[src/rtl/sfb_pkg.sv]
// ----------------------------------------------------------------------------
// sfb_pkg: shared types and constants for the sensor frame builder
// Frame layout indexes, CRC-16/Modbus step function and queue status type.
// ----------------------------------------------------------------------------
package sfb_pkg;

  localparam int FRAME_LEN     = 36;
  localparam int PAYLOAD_BYTES = 33;
  localparam int QUEUE_DEPTH   = 2;

  typedef logic [5:0] byte_idx_t;

  // Byte positions within a frame
  localparam byte_idx_t IDX_SYNC      = 6'd0;
  localparam byte_idx_t IDX_CRC_FIRST = 6'd1;
  localparam byte_idx_t IDX_CRC_LAST  = 6'd33;
  localparam byte_idx_t IDX_CRC_LO    = 6'd34;
  localparam byte_idx_t IDX_CRC_HI    = 6'd35;

  localparam logic [7:0]  SYNC_RESET = 8'd121;
  localparam logic [15:0] CRC_INIT   = 16'hFFFF;
  localparam logic [15:0] CRC_POLY   = 16'hA001;

  // Frame bytes 1..33, element 0 is frame byte 1
  typedef logic [PAYLOAD_BYTES-1:0][7:0] payload_t;

  typedef struct packed {
    logic not_empty;
    logic full;
  } queue_status_t;

  // One byte of reflected CRC-16/Modbus
  function automatic logic [15:0] crc_byte(logic [15:0] crc_in, logic [7:0] data);
    logic [15:0] c;
    c = crc_in ^ {8'h00, data};
    for (int k = 0; k < 8; k++) begin
      if (c[0]) begin
        c = (c >> 1) ^ CRC_POLY;
      end else begin
        c = c >> 1;
      end
    end
    return c;
  endfunction

endpackage

[src/rtl/sensor_frame_builder_crc16_unit.sv]
// ----------------------------------------------------------------------------
// sensor_frame_builder_crc16_unit: sensor sample framer with CRC-16/Modbus
// Turns each sample set into a 36-byte frame, one byte per output item.
// ----------------------------------------------------------------------------
// Path: an accepted item is written to the queue, loaded into the serializer,
// and its first byte is then registered onto the output.
// The byte-wide output serializer sends one frame at a time;
// a queue of QUEUE_DEPTH sample sets absorbs input while a frame is sent.
// Reset: queue empty, held range 0, sync byte 121.
module sensor_frame_builder_crc16_unit #(
  parameter int QUEUE_DEPTH = sfb_pkg::QUEUE_DEPTH
) (
  input  logic        clk,
  input  logic        rst,
  input  logic        cfg_valid,
  output logic        cfg_ready,
  input  logic [7:0]  cfg_data,
  input  logic        in_valid,
  output logic        in_stall,
  input  logic        range_new,
  input  logic [15:0] range_value,
  input  logic [63:0] flow_low_bytes,
  input  logic [47:0] flow_high_bytes,
  input  logic [63:0] pressure_bits,
  input  logic [63:0] temperature_bits,
  output logic        out_valid,
  input  logic        out_stall,
  output logic [7:0]  frame_byte,
  output logic        frame_end
);
  import sfb_pkg::*;

  logic [7:0]    sync_byte;
  queue_status_t q_status;
  logic          push;
  logic          pop;
  payload_t      push_data;
  payload_t      q_data;

  assign cfg_ready = 1'b1;

  always_ff @(posedge clk) begin
    if (rst) begin
      sync_byte <= SYNC_RESET;
    end else if (cfg_valid && cfg_ready) begin
      sync_byte <= cfg_data;
    end
  end

  sfb_front u_front (
    .clk              (clk),
    .rst              (rst),
    .in_valid         (in_valid),
    .in_stall         (in_stall),
    .range_new        (range_new),
    .range_value      (range_value),
    .flow_low_bytes   (flow_low_bytes),
    .flow_high_bytes  (flow_high_bytes),
    .pressure_bits    (pressure_bits),
    .temperature_bits (temperature_bits),
    .q_status         (q_status),
    .push             (push),
    .push_data        (push_data)
  );

  sfb_queue #(
    .DEPTH (QUEUE_DEPTH)
  ) u_queue (
    .clk       (clk),
    .rst       (rst),
    .push      (push),
    .push_data (push_data),
    .pop       (pop),
    .pop_data  (q_data),
    .status    (q_status)
  );

  sfb_back u_back (
    .clk        (clk),
    .rst        (rst),
    .sync_byte  (sync_byte),
    .q_status   (q_status),
    .q_data     (q_data),
    .pop        (pop),
    .out_valid  (out_valid),
    .out_stall  (out_stall),
    .frame_byte (frame_byte),
    .frame_end  (frame_end)
  );

endmodule

[src/rtl/sfb_front.sv]
// ----------------------------------------------------------------------------
// sfb_front: input side of the frame builder
// Accepts sample sets, tracks the held range and packs frame bytes 1..33.
// ----------------------------------------------------------------------------
module sfb_front (
  input  logic                  clk,
  input  logic                  rst,
  input  logic                  in_valid,
  output logic                  in_stall,
  input  logic                  range_new,
  input  logic [15:0]           range_value,
  input  logic [63:0]           flow_low_bytes,
  input  logic [47:0]           flow_high_bytes,
  input  logic [63:0]           pressure_bits,
  input  logic [63:0]           temperature_bits,
  input  sfb_pkg::queue_status_t q_status,
  output logic                  push,
  output sfb_pkg::payload_t     push_data
);
  import sfb_pkg::*;

  logic [15:0] held_range;
  logic [15:0] range_sel;

  assign in_stall  = q_status.full;
  assign push      = in_valid && !q_status.full;
  assign range_sel = range_new ? range_value : held_range;

  assign push_data = {temperature_bits, pressure_bits, flow_high_bytes, flow_low_bytes,
                      range_sel[7:0], range_sel[15:8], 7'd0, range_new};

  always_ff @(posedge clk) begin
    if (rst) begin
      held_range <= 16'd0;
    end else if (push && range_new) begin
      held_range <= range_value;
    end
  end

endmodule

[src/rtl/sfb_queue.sv]
// ----------------------------------------------------------------------------
// sfb_queue: short item queue between front and back
// Circular buffer of packed frame payloads with an occupancy count.
// ----------------------------------------------------------------------------
module sfb_queue #(
  parameter int DEPTH = sfb_pkg::QUEUE_DEPTH
) (
  input  logic                   clk,
  input  logic                   rst,
  input  logic                   push,
  input  sfb_pkg::payload_t      push_data,
  input  logic                   pop,
  output sfb_pkg::payload_t      pop_data,
  output sfb_pkg::queue_status_t status
);
  import sfb_pkg::*;

  localparam int AW = (DEPTH > 1) ? $clog2(DEPTH) : 1;
  localparam int CW = $clog2(DEPTH + 1);

  payload_t         entries [DEPTH];
  logic [AW-1:0]    wr_ptr;
  logic [AW-1:0]    rd_ptr;
  logic [CW-1:0]    count;

  assign status.not_empty = (count != '0);
  assign status.full      = (count == CW'(DEPTH));
  assign pop_data         = entries[rd_ptr];

  function automatic logic [AW-1:0] ptr_inc(logic [AW-1:0] p);
    return (p == AW'(DEPTH - 1)) ? '0 : p + 1'b1;
  endfunction

  always_ff @(posedge clk) begin
    if (push) begin
      entries[wr_ptr] <= push_data;
    end
  end

  always_ff @(posedge clk) begin
    if (rst) begin
      wr_ptr <= '0;
      rd_ptr <= '0;
      count  <= '0;
    end else begin
      if (push) begin
        wr_ptr <= ptr_inc(wr_ptr);
      end
      if (pop) begin
        rd_ptr <= ptr_inc(rd_ptr);
      end
      if (push && !pop) begin
        count <= count + 1'b1;
      end else if (pop && !push) begin
        count <= count - 1'b1;
      end
    end
  end

endmodule

[src/rtl/sfb_back.sv]
// ----------------------------------------------------------------------------
// sfb_back: frame serializer
// Sends one frame byte per cycle unless stalled, folds bytes 1..33 into the CRC, appends it.
// ----------------------------------------------------------------------------
module sfb_back (
  input  logic                   clk,
  input  logic                   rst,
  input  logic [7:0]             sync_byte,
  input  sfb_pkg::queue_status_t q_status,
  input  sfb_pkg::payload_t      q_data,
  output logic                   pop,
  output logic                   out_valid,
  input  logic                   out_stall,
  output logic [7:0]             frame_byte,
  output logic                   frame_end
);
  import sfb_pkg::*;

  payload_t    payload;
  logic        busy;
  byte_idx_t   idx;
  byte_idx_t   pidx;
  logic [15:0] crc;
  logic [7:0]  byte_sel;
  logic        advance;
  logic        last;

  assign advance = !out_valid || !out_stall;
  assign last    = busy && (idx == IDX_CRC_HI);
  assign pop     = advance && q_status.not_empty && (!busy || last);

  always_comb begin
    pidx = idx - IDX_CRC_FIRST;
    case (idx)
      IDX_SYNC:   byte_sel = sync_byte;
      IDX_CRC_LO: byte_sel = crc[7:0];
      IDX_CRC_HI: byte_sel = crc[15:8];
      default:    byte_sel = payload[pidx];
    endcase
  end

  always_ff @(posedge clk) begin
    if (rst) begin
      busy      <= 1'b0;
      out_valid <= 1'b0;
      idx       <= IDX_SYNC;
      crc       <= CRC_INIT;
    end else if (advance) begin
      out_valid <= busy;
      if (busy) begin
        frame_byte <= byte_sel;
        frame_end  <= last;
      end
      // load the next frame right behind the last byte of this one
      if (pop) begin
        payload <= q_data;
        busy    <= 1'b1;
        idx     <= IDX_SYNC;
        crc     <= CRC_INIT;
      end else if (busy) begin
        idx <= idx + 1'b1;
        if (idx inside {[IDX_CRC_FIRST:IDX_CRC_LAST]}) begin
          crc <= crc_byte(crc, byte_sel);
        end
        if (last) begin
          busy <= 1'b0;
        end
      end
    end
  end

endmodule

[config.mk]
export PLATFORM = sky130hd
export DESIGN_NAME = sensor_frame_builder_crc16_unit
export DESIGN_NICKNAME = d
export VERILOG_FILES = /design/src/rtl/sfb_pkg.sv /design/src/rtl/sensor_frame_builder_crc16_unit.sv /design/src/rtl/sfb_front.sv /design/src/rtl/sfb_queue.sv /design/src/rtl/sfb_back.sv
export SDC_FILE = /design/constraint.sdc
export NUM_CORES = 1
export LEC_CHECK = 0
export ABC_AREA = 1
export BUFFER_PORTS_ARGS = -buffer_cell sky130_fd_sc_hd__buf_2
export CAP_MARGIN = 20
export CORE_ASPECT_RATIO = 1.5
export CORE_MARGIN = 2
export CORE_UTILIZATION = 60
export DETAILED_ROUTE_END_ITERATION = 10
export GPL_TIMING_DRIVEN = 0
export PLACE_DENSITY = 0.8
export SLEW_MARGIN = 20
export SYNTH_ARGS = -nofsm -noshare
export SYNTH_HDL_FRONTEND = slang
export SYNTH_HIERARCHICAL = 1
export SYNTH_SLANG_ARGS = --single-unit
[constraint.sdc]
create_clock -name clk -period 15.3 [get_ports clk]
set_clock_uncertainty 0.1 [all_clocks]
set_input_delay 0 -clock clk [delete_from_list [all_inputs] [get_ports clk]]
set_output_delay 0 -clock clk [all_outputs]
set_load 0.02 [all_outputs]
==> results of run 1 <==
[what timing repair did]
item	4_1_cts	5_1_grt
hold endpoints to repair	564	0
setup endpoints to repair	0	0
hold buffers	415	0
[state kept, by name, indices dropped and copies added (netlist names), named ones only]
register and count:
u_queue/wr_ptr 1, u_back/frame_byte 8, u_front/held_range 16, u_back/busy 1, u_back/frame_end 1, u_back/idx 6
u_back/crc 16, u_queue/entries 528, u_queue/count 2, u_back/payload 264, u_queue/rd_ptr 1, u_back/out_valid 1
sync_byte 8
[cells in the mapped netlist (4+ instances only)]
cell / instances
nand2_1: 314
o21ai_1: 29
buf_2: 27
nand2_2: 24
o211ai_1: 17
clkbuf_8: 23
inv_1: 99
nand2_4: 4
nor2_1: 87
ha_1: 6
clkbuf_1: 12
inv_2: 6
a21oi_1: 61
a221o_1: 7
buf_6: 22
o221ai_1: 4
dfxtp_1: 53
xor2_1: 6
nand3_2: 5
edfxtp_1: 801
nand3_1: 152
a22oi_1: 9
o21ai_0: 40
o22ai_1: 17
nand4_1: 18
mux2_2: 264
buf_4: 260
[worst max path at each step]
| stage | start | end | slack, ps | cells past startpoint |
|---|---|---|---|---|
| after CTS | u_back/idx[0] | u_back/crc[0] | 9500 | 25 |
| after global placement | u_queue/count[1] | u_queue/entries[0][229] | -4110 | 5 |
| after floorplan | u_back/idx[2] | u_back/payload[0] | 1880 | 8 |
| after detailed placement | u_back/idx[0] | u_back/crc[0] | 9520 | 25 |
| final | u_back/idx[0] | u_back/crc[0] | 9130 | 26 |
| after global routing | u_back/idx[0] | u_back/crc[0] | 9040 | 27 |
[power by group]
| group | internal, mW | total, mW | switching, mW |
|---|---|---|---|
| sequential | 3.12 | 3.26 | 0.137 |
| clock | 1.03 | 1.88 | 0.847 |
| combinational | 1.06 | 2.95 | 1.89 |
[cells by family after synthesis]
kind of cell,Yosys count,synth area share
xor+xnor,10,0.003433
compound gates,201,0.03404
flops,854,0.7103
simple gates,618,0.07782
other cells,2,0.0002124
fa+ha+maj,6,0.002123
mux,264,0.08408
buf+inv,454,0.08801
[metrics by stage]
step | instances | total power, mW | hold slack (ps)
after detailed placement | 3258 | 5.995 | 87.46
after floorplan | 2415 | 5.128 | -27.62
final | 3817 | 8.094 | 12.88
after global placement | 3231 | 6.055 | 86.80
after CTS | 3809 | 7.937 | 0.3979
after global routing | 3814 | 8.337 | 10.01
[per-layer routing]
layer | global-route usage | routed length (µm)
met5 | 0 | 11
met3 | 0.05468 | 9387
met4 | 0.1955 | 6360
met2 | 0.5727 | 51220
met1 | 0.3889 | 34050
[cell type report]
cell class | count | area share
clock inverters | 39 | 0.007143
plain buffers | 345 | 0.06166
inverters | 109 | 0.009572
well taps | 777 | 0.02220
clock buffers | 97 | 0.04740
diodes | 8 | 0.0004572
repair buffers | 481 | 0.1142
flip-flops and latches | 854 | 0.5735
multi-input cells | 1107 | 0.1638
[critical path: cells and delay by family, from the launching register on]
family	cells	cell delay, ps
buf+inv	9	2840
flops	1	350
xor+xnor	1	210
simple gates	11	1120
fa+ha+maj	1	280
compound gates	4	1130
==> impl_metrics.toml, run 1 <==
[status]
status = "complete, no violations"

[critical_path]
r2r-start = "u_back/idx[0]"
max_stage_delay_ps = 840
cp_max_fo = 12
ff2ff_setup_slack_ps = 9130
arrival_ps = 6580
required_ps = 15710
end_kind = "flip-flop"
crit_type = "flip-flop to flip-flop"
r2r-end = "u_back/crc[0]"
critPathLaunchType = "flip-flop"
crit_top_cell = "nand2_1"
slowest_stage = "clkbuf_1"
worst_r2r_path_depth = 26

[routing]
detailroute.via_count = 22560
ant_nets = 0
firstDrtPassIters = 6
drc = 0
wire_per_inst_um = 26.47
wl_mm = 101.0
via_per_inst = 5.911
drtIter0Drc = 2806

[cts]
clk_pin_slew_ps = 60
cts_tree = "built"
cts_max_level = 3
cts_resized = 0
numCtsBuffers = 77
clk_latency_ps = 640
cts-root-buf = "clkbuf_16"
cts_sinks = 854
clk_path_buf_depth = 3
cts_setup_buffers = 0

[synthesis]
avgSynthCellArea_um2 = 14.68
synth_edf_count = 801
yosysWarnings = 6
ys_ff_latch = 854
synth-seq-area-share = 0.7103
syn-instance-count = 2409
yosys.area.top_type_share = 0.6803
synthTopCellsByArea = "edfxtp_1 68%, mux2_2 8.4%, buf_4 5.5%"
yosysTopAreaCell = "edfxtp_1"
synthFlopType = "edfxtp_1"
syn_area_um2 = 35360
ys_types = 52
async_flop_share = 0

[sta]
tightest_slew_ps = 1137
rsz0062_at_grt = "no"
finalCritPeriodShare = 0.4034
hold_violations = 0
finalMaxSlewViolations = 0
setup_tns_ps = 0
max_slew_margin = 0.2421
layout_setup_ws_ps = 9128
fmax_mhz = 162.0
fin_crit_ps = 6172
finalSetupViolations = 0

[min_path]
whs_path_depth = 2
whs_endpoint = "u_queue/entries[1][96]"
hold_path.startpoint = "flow_high_bytes[8]"
hp-class = "input pin to flip-flop"

[die]
start_util = 0.6029
ios = 282
dieArea_um2 = 60930
core_um2 = 58640
rows = 109
fp.dieH_um = 301.3
die_w_um = 202.2

[final_layout]
regArea_um2 = 25110
layout_commonest_cell = "edfxtp_1"
fin_area_um2 = 43790
drive_gt1_frac = 0.2714
nNetsFinal = 3251
final_core_util = 0.7467
area_delta_synth_final_pct = 23.84
layout_common_cells = "801 x edfxtp_1, 415 x dlygate4sd3_1, 314 x nand2_1, 264 x mux2_2, 260 x buf_4"
n_fill_cell = 3298
multiInputGateArea_um2 = 7174

[power_and_ir_drop]
powerDensity_nw_per_um2 = 184.8
vdd_ir_drop_max_uv = 117.5
p_leak_nw = 16.25

[place]
dpl_cell_area_um2 = 37220
pre_cts_ws_ps = 9524
numPortBuffers = 39
place.gp.congestion = 0.8947
hpwl_mm = 61.12

[global_routing]
antenna_found_initial = 7
grt_usage = 0.3301
grt_pass1_vias = 23360
gr-total-overflow = 0
grt_max_degree = 88
grt_pass1_wl_mm = 145.5

[flow_run]
cap_violations = 0
Note: power is estimated with default switching activity, not from simulation.
==> inputs of run 2 (changes only) <==
Settings changed: CORE_UTILIZATION 60 to 54, PLACE_DENSITY 0.8 to 0.76.
Clock period 15.3 ns to 5.5 ns, I/O delays scaled along.
==> run 2 against run 1 <==
  * Register-to-register slack worse by 9000 ps
  * Via count down 2.1%
  * Sequential power rose to 2.8 times the previous value
  * Combinational power rose to 2.7 times the previous value
  * Hold slack better by 1.3 ps
  * Count of clock-buffer cells in the layout up 6
  * Non-clock buffer count down 20
  * Critical endpoint unchanged
==> impl_metrics.toml, run 2 (synthesis results as in run 1) <==
[sta]
tightest_slew_ps = 1121
max_slew_margin = 0.2529
rsz0062_at_grt = "no"
layout_setup_ws_ps = 136.1
finalSetupViolations = 0
finalCritPeriodShare = 0.9753
fin_crit_ps = 5364
fmax_mhz = 186.4
setup_tns_ps = 0
hold_violations = 0
finalMaxSlewViolations = 0

[die]
start_util = 0.5472
die_w_um = 212.9
core_um2 = 64610
fp.dieH_um = 317.4
ios = 282
dieArea_um2 = 67580
rows = 114

[place]
hpwl_mm = 62.12
place.gp.congestion = 0.8857
numPortBuffers = 39
pre_cts_ws_ps = -108.2
placedCellCount = 3356

[cts]
cts_tree = "built"
numCtsBuffers = 79
cts_sinks = 854
cts-root-buf = "clkbuf_16"
cts_max_level = 3
clk_latency_ps = 630
clk_path_buf_depth = 3
clk_pin_slew_ps = 70

[global_routing]
grt_pass1_wl_mm = 141.6
gr-total-overflow = 0
grt_max_degree = 34
met2_usage = 0.4855
grtUsageMet1 = 0.3446
grt_pass1_vias = 22930
grt_usage = 0.2915
grt_util_met3 = 0.05680
top_usage_layer = "met2"
antenna_found_initial = 6

[final_layout]
layout_commonest_cell = "edfxtp_1"
fin_cells = 3897
area_delta_synth_final_pct = 24.53
layout_common_cells = "801 x edfxtp_1, 391 x dlygate4sd3_1, 313 x nand2_1, 264 x mux2_2, 260 x buf_4"
regMostFlops = "u_queue/entries"
largest_reg_flops = 528
drive_gt1_frac = 0.2799
top_regs = "u_queue/entries (528), u_back/payload (264)"
nNetsFinal = 3233

[status]
status = "complete, no violations"

[critical_path]
cp_max_fo = 12
critPathLaunchType = "flip-flop"
end_kind = "flip-flop"
crit_type = "flip-flop to flip-flop"
slowest_stage = "buf_2"
arrival_ps = 5790
max_stage_delay_ps = 360
crit_top_cell = "nand2_1"
required_ps = 5930

[min_path]
hp-class = "input pin to flip-flop"

[routing]
firstDrtPassIters = 6
wire_per_inst_um = 25.15
wl_mm = 98.02
drtIter0Drc = 2421
detailroute.via_count = 22090
via_per_inst = 5.668
drc = 0
ant_nets = 0

[flow_run]
cap_violations = 0

[power_and_ir_drop]
powerDensity_nw_per_um2 = 518.5
p_leak_nw = 16.34
vdd_ir_drop_max_uv = 266.3
-- run 2: cell count changes in the layout (fill, tap and decap cells not counted), sizes merged, moves of 4 or more --
| cell | before | now |
|---|---|---|
| clkbuf | 132 | 141 |
| dlygate4sd3 | 415 | 391 |
| bufinv | 4 | 11 |
| diode | 8 | 4 |
-- run 2: where the power goes --
part           switching, mW  internal [mW]
sequential             0.360           8.69
clock                   2.36           3.33
combinational           5.13           2.96
total                   7.86           15.0
-- run 2: layout make-up --
class | instances | area, µm²
Multi-Input combinational cell | 1107 | 7193
Tap cell | 870 | 1089
Clock inverter | 44 | 499.2
Fill cell | 4084 | 20580
Buffer | 344 | 2715
Antenna cell | 4 | 10.01
Inverter | 109 | 415.4
Timing Repair Buffer | 462 | 4810
Sequential cell | 854 | 25120
Clock buffer | 103 | 2182
-- run 2: path summary, 6_finish.rpt --
path | from | to | slack [ps] | cells after the start
max | u_back/idx[0] | u_back/crc[0] | 140 | 29
min reg2reg | sync_byte[1] | sync_byte[1] | 390 | 2
max reg2reg | u_back/idx[0] | u_back/crc[0] | 140 | 29
min | flow_high_bytes[44] | u_queue/entries[1][132] | 10 | 2
-- run 2: critical path: cells and delay by family (launching register included) --
kind                       cells  cell delay [ps]
AOI/OAI and AO/OA              3              670
xor gates and xnor gates       1              220
adders and majority gates      1              360
buffers and inverters         11             2070
DFF                            1              340
and+or+nand+nor               13             1470
-- run 2: metrics by stage --
step / util / total power [mW] / hold slack, ps / instance area (µm²)
floorplan: - / 14.01 / -27.62 / 35430
global placement: 0.5681 / 16.46 / 86.13 / 36710
detailed placement: 0.5790 / 16.68 / 87.76 / 37410
CTS: 0.6810 / 22.59 / 0.2980 / 44000
global route: 0.6814 / 23.60 / 1.547 / 44030
finish: 0.6814 / 22.83 / 14.16 / 44030
-- run 2: per-layer routing --
metal	wire, µm	vias to the layer above
li1	-	9540
met1	34060	10740
met2	47850	1450
met3	8762	354
met4	7292	4
met5	58	-
-- run 2: what timing repair did --
| item | 4_1_cts | 5_1_grt |
|---|---|---|
| cloned | 0 | 0 |
| resized for setup | 1 | 10 |
| endpoints found under the hold margin | 564 | 0 |
| setup endpoints to repair | 3 | 6 |
| hold buffers | 391 | 0 |
| buffers inserted | 0 | 0 |
==> inputs of run 3 (changes only) <==
--- a/config.mk
+++ b/config.mk
@@ -15,4 +15,5 @@
 export GPL_TIMING_DRIVEN = 0
 export PLACE_DENSITY = 0.76
+export SETUP_SLACK_MARGIN = 0.4
 export SLEW_MARGIN = 20
 export SYNTH_ARGS = -nofsm -noshare
==> constraint.sdc (replaced) <==
create_clock -name clk -period 5.5 [get_ports clk]
set_clock_uncertainty 0.1 [all_clocks]
set_input_delay 0.825 -clock clk [delete_from_list [all_inputs] [get_ports clk]]
set_output_delay 0.825 -clock clk [all_outputs]
set_load 0.02 [all_outputs]
==> run 3 against run 2 <==
  * Fmax rose by 11%
  * Total power down 3.3%
  * Setup slack gained 550 ps
  * Critical path depth decreased by 4
  * Sequential cell count is the same
  * Core utilization down 6.2 points
==> impl_metrics.toml, run 3 (synthesis results as in run 1) <==
[routing]
via_per_inst = 5.676
ant_nets = 0
wire_per_inst_um = 24.94
drc = 0
wl_mm = 87.39
firstDrtPassIters = 5
drtIter0Drc = 2263
detailroute.via_count = 19890

[min_path]
hold_path.startpoint = "pressure_bits[30]"
hp-class = "input pin to flip-flop"
whs_endpoint = "u_queue/entries[0][166]"
whs_path_depth = 1

[cts]
clk_pin_slew_ps = 70
postCtsHoldBufs = 0
cts_sinks = 854
cts-root-buf = "clkbuf_16"
numCtsBuffers = 77
clk_latency_ps = 640
clk_path_buf_depth = 3
cts_max_level = 3
cts_tree = "built"
cts_setup_buffers = 0

[power_and_ir_drop]
powerDensity_nw_per_um2 = 551.3
comb_power_share = 0.354
netSwitchingFraction = 0.3456
seq_power_share = 0.409
internal_power_mw = 14.44
p_leak_nw = 14.64
p_sw_mw = 7.629
vdd_ir_drop_max_uv = 307.2
pwr-share-clk = 0.238

[final_layout]
layout_common_cells = "801 x edfxtp_1, 312 x nand2_1, 264 x mux2_2, 260 x buf_4, 151 x nand3_1"
top_regs = "u_queue/entries (528), u_back/payload (264)"
largest_reg_flops = 528
regMostFlops = "u_queue/entries"
final_core_util = 0.6196
drive_gt1_frac = 0.3237
nNetsFinal = 2842
layout_commonest_cell = "edfxtp_1"
n_fill_cell = 4604
area_delta_synth_final_pct = 13.23

[critical_path]
required_ps = 5920
ff2ff_setup_slack_ps = 690
critPathLaunchType = "flip-flop"
r2r-start = "u_back/idx[0]"
end_kind = "flip-flop"
arrival_ps = 5230
r2r-end = "u_back/crc[0]"
cp_max_fo = 12
crit_type = "flip-flop to flip-flop"
worst_r2r_path_depth = 25

[status]
status = "complete, no violations"

[die]
start_util = 0.5472
core_um2 = 64610
ios = 282
rows = 114
dieArea_um2 = 67580
fp.dieH_um = 317.4
die_w_um = 212.9

[flow_run]
cap_violations = 0

[place]
place.gp.congestion = 0.9203
numPortBuffers = 39
hpwl_mm = 61.99

[sta]
finalSetupViolations = 0
max_slew_margin = 0.3469
tightest_slew_ps = 976.0
setup_tns_ps = 0
finalCritPeriodShare = 0.8750
hold_violations = 0
rsz0062_at_grt = "no"
fmax_mhz = 207.8
finalMaxSlewViolations = 0
fin_crit_ps = 4813

[global_routing]
grt_max_degree = 34
grt_util_met3 = 0.04043
grt_usage = 0.2606
antenna_found_initial = 5
grt_pass1_vias = 20110
met2_usage = 0.4302
top_usage_layer = "met2"
gr-total-overflow = 0
grtUsageMet1 = 0.3242
grt_pass1_wl_mm = 126.0
run 3: changes by cell type in the layout (fill, tap and decap cells not counted), moves of 3 or more:
cell           change
dlygate4sd3_1    -391
clkbuf_1          +10
buf_12             -3
bufinv_16          -8
buf_2              -5
clkinv_1          -11
buf_6              +6
inv_1              -3
buf_16             +4
run 3: cell type report:
| cell class | instances | area (µm²) | share of cell area |
|---|---|---|---|
| Sequential cell | 854 | 25110 | 0.6273 |
| Multi-Input combinational cell | 1107 | 7228 | 0.1805 |
| Buffer | 345 | 2775 | 0.06932 |
| Clock buffer | 114 | 2191 | 0.05472 |
| Tap cell | 870 | 1089 | 0.02719 |
| Timing Repair Buffer | 72 | 945.9 | 0.02363 |
| Inverter | 109 | 417.9 | 0.01044 |
| Clock inverter | 28 | 262.8 | 0.006563 |
| Antenna cell | 5 | 12.51 | 0.0003125 |
run 3: timing repair:
action,4_1_cts,5_1_grt
resized for setup,7,31
endpoints found under the setup margin,7,7
pin swaps,0,2
run 3: routing by layer:
metal,up-vias,routed length [µm]
met4,0,5490
met1,9829,32160
met2,1088,42770
li1,8764,-
met5,-,0
met3,206,6970
run 3: worst max path at each step:
stage,cells past startpoint,slack (ps),startpoint,endpoint
after CTS,29,410,u_back/idx[0],u_back/crc[0]
final,25,690,u_back/idx[0],u_back/crc[0]
after floorplan,8,-360,out_stall,u_back/payload[0]
after global placement,5,-2800,u_queue/count[1],u_queue/entries[1][150]
after detailed placement,26,-200,u_back/idx[0],u_back/crc[0]
after global routing,30,410,u_back/idx[0],u_back/crc[0]
run 3: through the flow:
step / cell area [µm²] / std cells / total power [mW] / hold WS [ps] / setup slack [ps]
after CTS: 39960 / 3499 / 21.93 / 243.4 / 408.1
after floorplan: 35460 / 2415 / 14.01 / 329.2 / -363.4
after detailed placement: 37490 / 3357 / 16.68 / 369.6 / -204.1
final: 40040 / 3504 / 22.07 / 275.7 / 687.5
after global routing: 40040 / 3504 / 22.90 / 265.4 / 406.6
after global placement: 36740 / 3324 / 16.43 / 365.6 / -2801
run 3: critical path: stages, from the launching register on:
cell	delay (ps)
dfxtp_1	340
buf_6	140
inv_2	80
buf_6	160
buf_6	190
buf_6	200
buf_6	200
ha_2	260
nand2_1	90
nand2_2	260
buf_2	400
clkbuf_4	380
nand3_1	130
nand3_1	150
nand3_1	180
nand3_1	220
nand2_1	110
nand2_1	160
xor2_2	280
inv_1	130
nand3_1	140
nand3_2	100
nand3_1	100
nand3_1	70
nand2_1	60
nand2_1	50
run 3: power by group through the flow:
stage	combinational [mW]	sequential (mW)	clock, mW
after detailed placement	7.54	9.14	0
final	7.81	9.02	5.24
after global placement	7.08	9.35	0
after CTS	7.60	9.01	5.31
after floorplan	4.82	9.19	0
after global routing	8.23	9.10	5.57
